File: src/hw/rtl/spqc_pkg.sv
// Shared types and constants of the stable priority queue unit.
// No dependencies; used by the top level and the checker.
`default_nettype none

package spqc_pkg;

    localparam int ID_W       = 8;
    localparam int PRIO_W     = 3;
    localparam int OCC_W      = 4;
    localparam int DEPTH_DEF  = 8;

    localparam logic [1:0] KIND_PUSH   = 2'd0;
    localparam logic [1:0] KIND_POP    = 2'd1;
    localparam logic [1:0] KIND_CANCEL = 2'd2;

    localparam logic [1:0] ST_DONE      = 2'd0;
    localparam logic [1:0] ST_EMPTY     = 2'd1;
    localparam logic [1:0] ST_FULL      = 2'd2;
    localparam logic [1:0] ST_NOT_FOUND = 2'd3;

    typedef struct packed {
        logic [1:0]        kind;
        logic [ID_W-1:0]   req_id;
        logic [PRIO_W-1:0] req_priority;
    } t_item;

    typedef struct packed {
        logic [1:0]        status;
        logic              out_valid;
        logic [ID_W-1:0]   out_id;
        logic [PRIO_W-1:0] out_priority;
        logic [OCC_W-1:0]  occupancy;
    } t_result;

    typedef struct packed {
        logic [PRIO_W-1:0] prio;
        logic [ID_W-1:0]   id;
    } t_entry;

    localparam int ENTRY_W = $bits(t_entry);

endpackage

`default_nettype wire

File: src/hw/rtl/spqc_ram.sv
// Generic single-write, single-read RAM with a registered read port.
// No dependencies.
`default_nettype none

module spqc_ram #(
    parameter int WIDTH = 8,
    parameter int DEPTH = 8,
    localparam int AW = (DEPTH > 1) ? $clog2(DEPTH) : 1
) (
    input  wire logic             i_clk,
    input  wire logic             i_we,
    input  wire logic [AW-1:0]    i_waddr,
    input  wire logic [WIDTH-1:0] i_wdata,
    input  wire logic [AW-1:0]    i_raddr,
    output logic      [WIDTH-1:0] o_rdata
);

    logic [WIDTH-1:0] r_mem [DEPTH];

    always_ff @(posedge i_clk) begin
        if (i_we) begin
            r_mem[i_waddr] <= i_wdata;
        end
        o_rdata <= r_mem[i_raddr];
    end

endmodule

`default_nettype wire

File: src/hw/rtl/stable_priority_queue_with_cancel_unit.sv
// Top level of the stable priority queue with cancel.
// Depends on spqc_pkg and spqc_ram.
//
// Usage: an item (push, pop or cancel) is taken at a clock edge where start
// is high and busy is low. Exactly one result per item is shown on o_result
// for one cycle, marked by o_done; the receiver cannot hold it off.
// Entries sit in one RAM with a registered read port, front at address 0.
// A sequencer walks the RAM entry by entry; each step is a read, then a
// compare, a write of the moved entry, or both.
// A full push, an empty pop and an unused kind finish without a RAM walk.
// busy is high from the cycle after accept up to the cycle before o_done, so
// a new item can be taken in the cycle that shows the previous result.
// Reset empties the queue at once; RAM contents are left as they are, and
// slots at or beyond the count are never read.
`default_nettype none

module stable_priority_queue_with_cancel_unit
    import spqc_pkg::*;
#(
    parameter int DEPTH = DEPTH_DEF
) (
    input  wire logic    i_clk,
    input  wire logic    i_rst_n,
    input  wire logic    start,
    input  wire t_item   i_item,
    output logic         busy,
    output logic         o_done,
    output t_result      o_result
);

    localparam int IDX_W = $clog2(DEPTH);
    localparam int CNT_W = $clog2(DEPTH + 1);
    localparam logic [CNT_W-1:0] FULL_CNT = CNT_W'(DEPTH);

    typedef enum logic [7:0] {
        S_IDLE     = 8'b0000_0001,
        S_PUSH_RD  = 8'b0000_0010,
        S_PUSH_CMP = 8'b0000_0100,
        S_POP_CAP  = 8'b0000_1000,
        S_GAP_RD   = 8'b0001_0000,
        S_GAP_WR   = 8'b0010_0000,
        S_CAN_RD   = 8'b0100_0000,
        S_CAN_CMP  = 8'b1000_0000
    } t_state;

    t_state            r_state, n_state;
    logic [CNT_W-1:0]  r_count, n_count;
    logic [CNT_W-1:0]  r_pos, n_pos;
    logic [1:0]        r_kind;
    logic [ID_W-1:0]   r_id;
    logic [PRIO_W-1:0] r_prio;
    t_entry            r_front, n_front;
    logic              r_done, n_done;
    t_result           r_res, n_res;

    logic [CNT_W-1:0]  pos_m1;
    logic [CNT_W-1:0]  pos_p1;
    logic              ram_we;
    logic [IDX_W-1:0]  ram_waddr;
    t_entry            ram_wdata;
    logic [IDX_W-1:0]  ram_raddr;
    t_entry            ram_rdata;
    logic              accept;

    assign accept = start && !busy;
    assign pos_m1 = r_pos - 1'b1;
    assign pos_p1 = r_pos + 1'b1;

    spqc_ram #(
        .WIDTH (ENTRY_W),
        .DEPTH (DEPTH)
    ) u_ram (
        .i_clk   (i_clk),
        .i_we    (ram_we),
        .i_waddr (ram_waddr),
        .i_wdata (ram_wdata),
        .i_raddr (ram_raddr),
        .o_rdata (ram_rdata)
    );

    always_comb begin
        n_state   = r_state;
        n_count   = r_count;
        n_pos     = r_pos;
        n_front   = r_front;
        n_done    = 1'b0;
        n_res     = r_res;
        ram_we    = 1'b0;
        ram_waddr = '0;
        ram_wdata = '0;
        ram_raddr = '0;

        unique case (r_state)
            S_IDLE: begin
                if (accept) begin
                    n_res.out_valid    = 1'b0;
                    n_res.out_id       = '0;
                    n_res.out_priority = '0;
                    n_res.status       = ST_DONE;
                    n_res.occupancy    = OCC_W'(r_count);
                    n_pos              = '0;
                    if (i_item.kind == KIND_PUSH) begin
                        if (r_count == FULL_CNT) begin
                            n_res.status = ST_FULL;
                            n_done       = 1'b1;
                        end else begin
                            n_pos   = r_count;
                            n_state = S_PUSH_RD;
                        end
                    end else if (i_item.kind == KIND_POP) begin
                        if (r_count == '0) begin
                            n_res.status = ST_EMPTY;
                            n_done       = 1'b1;
                        end else begin
                            ram_raddr = '0;
                            n_state   = S_POP_CAP;
                        end
                    end else if (i_item.kind == KIND_CANCEL) begin
                        n_state = S_CAN_RD;
                    end else begin
                        n_done = 1'b1;
                    end
                end
            end
            S_PUSH_RD: begin
                if (r_pos == '0) begin
                    ram_we          = 1'b1;
                    ram_waddr       = '0;
                    ram_wdata       = '{prio: r_prio, id: r_id};
                    n_count         = r_count + 1'b1;
                    n_res.occupancy = OCC_W'(n_count);
                    n_done          = 1'b1;
                    n_state         = S_IDLE;
                end else begin
                    ram_raddr = pos_m1[IDX_W-1:0];
                    n_state   = S_PUSH_CMP;
                end
            end
            S_PUSH_CMP: begin
                ram_we    = 1'b1;
                ram_waddr = r_pos[IDX_W-1:0];
                if (ram_rdata.prio < r_prio) begin
                    // Lower-priority entry moves back one slot.
                    ram_wdata = ram_rdata;
                    n_pos     = pos_m1;
                    n_state   = S_PUSH_RD;
                end else begin
                    ram_wdata       = '{prio: r_prio, id: r_id};
                    n_count         = r_count + 1'b1;
                    n_res.occupancy = OCC_W'(n_count);
                    n_done          = 1'b1;
                    n_state         = S_IDLE;
                end
            end
            S_POP_CAP: begin
                n_front = ram_rdata;
                n_pos   = '0;
                n_state = S_GAP_RD;
            end
            S_GAP_RD: begin
                if (pos_p1 >= r_count) begin
                    n_count         = r_count - 1'b1;
                    n_res.occupancy = OCC_W'(n_count);
                    n_res.status    = ST_DONE;
                    if (r_kind == KIND_POP) begin
                        n_res.out_valid    = 1'b1;
                        n_res.out_id       = r_front.id;
                        n_res.out_priority = r_front.prio;
                    end
                    n_done  = 1'b1;
                    n_state = S_IDLE;
                end else begin
                    ram_raddr = pos_p1[IDX_W-1:0];
                    n_state   = S_GAP_WR;
                end
            end
            S_GAP_WR: begin
                ram_we    = 1'b1;
                ram_waddr = r_pos[IDX_W-1:0];
                ram_wdata = ram_rdata;
                n_pos     = pos_p1;
                n_state   = S_GAP_RD;
            end
            S_CAN_RD: begin
                if (r_pos >= r_count) begin
                    n_res.status = ST_NOT_FOUND;
                    n_done       = 1'b1;
                    n_state      = S_IDLE;
                end else begin
                    ram_raddr = r_pos[IDX_W-1:0];
                    n_state   = S_CAN_CMP;
                end
            end
            S_CAN_CMP: begin
                if (ram_rdata.id == r_id) begin
                    n_state = S_GAP_RD;
                end else begin
                    n_pos   = pos_p1;
                    n_state = S_CAN_RD;
                end
            end
            default: begin
                n_state = S_IDLE;
            end
        endcase
    end

    always_ff @(posedge i_clk) begin
        if (!i_rst_n) begin
            r_state <= S_IDLE;
            r_count <= '0;
            r_done  <= 1'b0;
        end else begin
            r_state <= n_state;
            r_count <= n_count;
            r_done  <= n_done;
        end
    end

    always_ff @(posedge i_clk) begin
        r_pos   <= n_pos;
        r_front <= n_front;
        r_res   <= n_res;
        if (accept) begin
            r_kind <= i_item.kind;
            r_id   <= i_item.req_id;
            r_prio <= i_item.req_priority;
        end
    end

    assign busy     = (r_state != S_IDLE);
    assign o_done   = r_done;
    assign o_result = r_res;

endmodule

`default_nettype wire

File: config.mk
export PLATFORM = sky130hd
export DESIGN_NAME = stable_priority_queue_with_cancel_unit
export DESIGN_NICKNAME = d
export VERILOG_FILES = /design/src/hw/rtl/spqc_pkg.sv /design/src/hw/rtl/spqc_ram.sv /design/src/hw/rtl/stable_priority_queue_with_cancel_unit.sv
export SDC_FILE = /design/constraint.sdc
export NUM_CORES = 1
export LEC_CHECK = 0
export ABC_AREA = 1
export ABC_CLOCK_PERIOD_IN_PS = 4010
export BUFFER_PORTS_ARGS = -buffer_cell sky130_fd_sc_hd__buf_2
export CAP_MARGIN = 15
export CORE_UTILIZATION = 28
export CTS_CLUSTER_DIAMETER = 80
export DETAILED_ROUTE_END_ITERATION = 12
export PLACE_DENSITY = 0.42
export SLEW_MARGIN = 15
export SYNTH_ARGS = -nofsm -noshare
export SYNTH_HDL_FRONTEND = slang
export SYNTH_SLANG_ARGS = --single-unit
File: constraint.sdc
create_clock -name i_clk -period 4.01 [get_ports i_clk]
set_clock_uncertainty 0.2 [all_clocks]
set_input_delay 0.802 -clock i_clk [delete_from_list [all_inputs] [get_ports i_clk]]
set_output_delay 0.802 -clock i_clk [all_outputs]
set_load 0.005 [all_outputs]
# After elaboration in Yosys (flattened, before gate mapping)
# Memory sizes are Yosys's and may differ from the RTL's. A register that Yosys moved wholly into a read port is not among the register bits.
# Index checks and enable logic that the tools add are counted.
[totals]
regBits = 59
latchBits = 0
ram_bits = 88
romBits = 0
in_bits = 16
output_inout_bits = 20
n_memories = 1
[memory_table]
columns = ["memory", "words", "width", "read_ports", "rd_clocked_by_memory_dff", "write_ports", "line", "text"]
rows = [
  ["u_ram.r_mem", 8, 11, 1, 1, 1, "spqc_ram.sv:18", "logic [WIDTH-1:0] r_mem [DEPTH];"],
]
[op_classes]
add_sub_neg = 4
mul = 0
div_mod_pow = 0
magnitude_cmp = 3
n_eq_ne = 25
shifts = 0
mux = 55
bitwise = 0
n_reduce_logical = 18
[ops]
columns = ["operator", "count"]
rows = [
  ["$mux 8", 7],
  ["$pmux 8 s7", 1],
  ["$mux 18", 2],
  ["$pmux 11 s3", 1],
  ["$mux 4", 8],
  ["$pmux 12 s2", 1],
  ["$mux 11", 2],
  ["$pmux 4 s5", 1],
  ["$reduce_and 4->1", 5],
  ["$ne 2x2->1 const B", 8],
  ["$pmux 4 s4", 1],
  ["$mux 3", 5],
  ["$mux 1", 14],
  ["$mux 12", 1],
  ["$pmux 4 s3", 1],
  ["$pmux 3 s3", 1],
  ["$add 4x1->4 const B", 2],
  ["$eq 8x1->1 const B", 1],
  ["$eq 8x2->1 const B", 1],
  ["$eq 8x3->1 const B", 1],
  ["$eq 8x4->1 const B", 1],
  ["$eq 8x5->1 const B", 1],
  ["$eq 8x6->1 const B", 1],
  ["$eq 8x7->1 const B", 1],
  ["27 further kinds", 37],
]

# Logic depth before layout (Yosys ltp)
[depth]
word_depth = 6
mapped_depth = 18

# Cells and area by module
# Synthesis repeated with hierarchy kept, for this count alone.
[unflattened]
cells_unflattened = 795
area_unflattened_um2 = 7435.9
[by_module_without_submodules]
columns = ["module", "n_inst", "cells_per_inst", "area_each_um2", "seq_area_each_um2"]
rows = [
  ["spqc_ram", 1, 409, 4139.0, 2862.7],
  ["stable_priority_queue_with_cancel_unit", 1, 386, 3296.9, 1641.6],
]

# Worst setup path before layout
# Ideal clock, no wire load.
[synth_path]
path_type = "flip-flop to flip-flop"
from = "register r_pos[0]"
to = "register r_res (netlist bit o_result[10]) (enable)"
arrival_ps = 2677
path_slack_ps = 733
path_stages_with_launch = 11
period_less_slack_ps = 3277
cell_sequence = "edfxtp_1 > inv_2 > buf_2 > ha_1 > ha_1 > nand2_1 > nand2_1 > nand2_1 > nand3_2 > nand2_1 > a211oi_1"
[synth_between]
elab_chain_cells = 4
[synth_rtl]
columns = ["item", "line", "text"]
rows = [
  ["start: declaration", "stable_priority_queue_with_cancel_unit.sv:48", "logic [CNT_W-1:0] r_pos, n_pos;"],
  ["start signal: assignment", "stable_priority_queue_with_cancel_unit.sv:221", "r_pos <= n_pos;"],
  ["$add 4x1->4", "stable_priority_queue_with_cancel_unit.sv:67", "assign pos_p1 = r_pos + 1'b1;"],
  ["$ge 4x4->1", "stable_priority_queue_with_cancel_unit.sv:161", "if (pos_p1 >= r_count) begin"],
  ["$ne 2x2->1 (no source line)", "n/a", ""],
  ["$reduce_and 4->1 (no source line)", "n/a", ""],
  ["end signal: assignment", "stable_priority_queue_with_cancel_unit.sv:223", "r_res <= n_res;"],
  ["end: declaration", "stable_priority_queue_with_cancel_unit.sv:54", "t_result r_res, n_res;"],
]
# Every way passes these cells.
# A chain may end at the register's enable or synchronous reset.

# Final worst setup path
[layout_path]
from = "register r_pos[0]"
to = "register u_ram.o_rdata[0], read port of u_ram.r_mem"
[layout_between]
elab_chain_cells = 4
[layout_rtl]
columns = ["item", "line", "text"]
rows = [
  ["$add 4x1->4", "stable_priority_queue_with_cancel_unit.sv:67", ""],
  ["$ge 4x4->1", "stable_priority_queue_with_cancel_unit.sv:161", ""],
  ["$mux 3", "stable_priority_queue_with_cancel_unit.sv:161", ""],
  ["$pmux 3 s3 *", "stable_priority_queue_with_cancel_unit.sv:93", "unique case (r_state)"],
  ["end: declaration", "spqc_ram.sv:15", "output logic [WIDTH-1:0] o_rdata"],
]
# Mark *: on every way between the ends. The rest lies on a longest branch, timed or not.

==> results by group <==
Die
  • Height of the die: 163.5 um
  • Die area: 0.02673 mm2
  • I/O pin count: 36
  • Std cell rows: 58
  • Die X: 163.5 um
  • Core ar.: 0.02540 mm2
  • Initial core utilization: 0.2875

Timing
  • Slew margin rel.: 0.3045
  • Hold Slack: 0.2875 ns
  • Final TNS setup: 0 ns
  • Final Setup Violations: 0
  • Final worst-path cycle share: 0.7998
  • Crit path time final: 3.207 ns
  • Final worst slack: 0.8029 ns
  • Final hold violations: 0
  • Max Clock Freq: 311.8 MHz
  • Worst Tran Pin Value: 1.032 ns
  • RSZ-0062 raised after global routing: false
  • Fin. max-slew vios: 0

Finish
  • Final Cell Area: 0.008509 mm2
  • Ratio of cells with drive above 1 in the final layout: 0.1416
  • Final-layout fill cell count: 2634
  • Area Overhead vs Synth: 16.52%
  • # diodes: 0
  • Final #Nets: 810

Clock network
  • Post-CTS setup buffer count: 0
  • CTS Hold Bufs: 0
  • CTS sink cnt: 158
  • Max Root-Sink Buffers: 2
  • CTS tree: yes
  • Clk slew on worst S/H paths: 0.07 ns
  • H-tree levels: 4
  • # resized after CTS: 0
  • Skew-Pair Late Insertion Delay: 0.43 ns
  • Num CTS Buffers: 17
  • Root Driver: clkbuf_16

Logic synthesis
  • Synthesis warning total: 0
  • Post-synth top area cell: edfxtp_1
  • Area of the mapped netlist: 0.007303 mm2
  • Sequential area share after synthesis: 0.6168
  • Yosys reg bits: 158
  • Cell count after synthesis: 732
  • Ranking of synthesized cells by area: edfxtp_1 55%, nand2_1 12%, dfxtp_1 6.6%
  • Share of the synthesized area in the top cell type: 0.5510
  • Synth unique cells: 36
  • Syn_nets: 764
  • Synthesized area per cell: 9.977 um2

Power and ir drop
  • P per Cell Area: 456.4 mW/mm2
  • VDD IR max: 298.5 uV
  • Leak: 3.378 nW

Routing
  • Drt via density: 4.543
  • Routed wire length: 18.82 mm
  • Number of routed nets with antenna violations: 0
  • DRC viols: 0
  • WL per Instance: 16.78 um
  • Drt first pass iters: 4
  • Initial DRC count: 408
  • DR vias: 5093

GRT
  • GRT Util Overall: 0.1465
  • Total gr overflow: 0
  • Initial antenna violation count: 0
  • Vias in the first global route: 4962
  • Largest net degree at the start of global routing: 40
  • First-pass GRT wire length: 28.92 mm

Flow run
  • Max-cap viol count: 0

Place
  • Pre-CTS setup slack: 0.7868 ns
  • Port Buffer Count: 35
  • Post-DP HPWL: 12.50 mm
  • Gp weighted congestion: 0.7716
  • Post-placement cell area: 0.007915 mm2

Critical path
  • CP Class: reg -> reg
  • Startpoint Class: flop
  • Crit end category: flop
  • Worst path required time: 4.18 ns
  • Worst Path Arrival: 3.37 ns
  • CP max FO: 23

Worst hold path
  • Hold Crit Class: reg -> reg

Run status
  • Outcome: completed
path summary, 6_finish.rpt:
path                                                from                       end  slack, ns  cells past startpoint
worst min register to register  u_ram.o_rdata[8]$_DFF_P_      r_front[8]$_DFFE_PP_       0.29                      0
worst min-delay path            u_ram.o_rdata[8]$_DFF_P_      r_front[8]$_DFFE_PP_       0.29                      0
worst max-delay path                  r_pos[0]$_DFFE_PP_  u_ram.o_rdata[0]$_DFF_P_       0.80                     15
worst max register to register        r_pos[0]$_DFFE_PP_  u_ram.o_rdata[0]$_DFF_P_       0.80                     15
final cells by class:
class	count	area, um2	area share
flip-flops and latches	158	4504	0.5293
multi-input cells	464	2369	0.2783
clock buffers	17	425.4	0.04999
well taps	330	412.9	0.04852
repair buffers	54	317.8	0.03735
inverters	83	311.5	0.03661
clock inverters	15	168.9	0.01985
cells in the mapped netlist:
cell type,instances
a21oi_1,16
o21ai_1,3
ha_1,16
edfxtp_1,134
o211ai_2,1
buf_2,10
clkbuf_1,9
nand3_1,19
a22o_1,1
xor2_1,6
buf_1,1
inv_1,76
buf_4,5
nor2_4,5
nor3b_1,2
nor2_1,44
o221ai_1,1
or2_2,1
nand3_2,4
o31ai_1,2
nand2_2,1
nor4_1,3
nand4_1,54
o21bai_1,1
nand3b_4,1
o21ai_0,24
nand2_1,240
inv_2,6
buf_6,2
nand4_2,3
nor3_1,4
a22oi_1,2
clkinv_1,1
a211oi_1,2
dfxtp_1,24
xnor2_1,8
layout by cell type (no fill, tap or decap), drive strengths merged:
cell	Yosys	layout
nand3	23	23
a22o	1	1
buf	18	54
nor3	4	4
o31ai	2	2
xnor2	8	8
a21oi	16	16
ha	16	16
bufinv	0	1
a22oi	2	2
a211oi	2	2
o21bai	1	1
clkbuf	9	17
o211ai	1	1
nand4	57	57
nand3b	1	1
inv	82	91
nor4	3	3
o21ai	27	27
nor3b	2	2
o221ai	1	1
nor2	49	49
xor2	6	6
edfxtp	134	134
dfxtp	24	24
clkinv	1	6
nand2	241	241
or2	1	1
power breakdown:
| group | internal [mW] | switching (mW) |
|---|---|---|
| registers | 1.85 | 0.0415 |
| logic | 0.119 | 0.234 |
| clock network | 0.890 | 0.747 |
critical path: stages (launching register included):
cell and delay [ns]:
edfxtp_1 0.52, inv_2 0.28, ha_1 0.34, ha_1 0.29
nand2_1 0.05, nand2_1 0.05, nand2_1 0.09, nand3_2 0.14
inv_2 0.06, nand2_1 0.10, nand3b_4 0.28, inv_2 0.44
nand2_1 0.10, nand2_1 0.08, nand2_1 0.04, nand2_1 0.09
stage by stage:
stage | power, mW | utilization | cells
6_report | 3.883 | 0.3350 | 1121
5_1_grt | 4.043 | 0.3350 | 1121
4_1_cts | 3.931 | 0.3350 | 1121
3_5_place_dp | 2.290 | 0.3116 | 1089
3_3_place_gp | 2.292 | 0.3116 | 1089
2_1_floorplan | 2.150 | - | 732
state kept, by name, summed over array words and instances, names as in the netlist:
name and count:
r_count 4, r_kind 2, r_id 8, r_prio 3
r_pos 4, u_ram.o_rdata 11, u_ram.r_mem 88, r_state 8
o_result 18, o_done 1, r_front 11
layer usage:
| layer | vias to the layer above | part of all wire | global-route usage |
|---|---|---|---|
| li1 | 2574 | - | - |
| met1 | 2430 | 0.49 | 0.2003 |
| met2 | 76 | 0.47 | 0.2365 |
| met3 | 13 | 0.035 | 0.02412 |
| met4 | 0 | 0.0078 | 0.04419 |
| met5 | - | 0 | 0 |
cells by family (layout without fill, tap and decap cells):
kind of cell / Yosys count / count (layout) / synth area share
flops: 158 / 158 / 0.6168
simple gates: 381 / 381 / 0.2354
buf+inv: 110 / 169 / 0.06287
compound gates: 53 / 53 / 0.04077
xor+xnor: 14 / 14 / 0.01679
fa+ha+maj: 16 / 16 / 0.02741
Power figures use the tool's default switching activity.
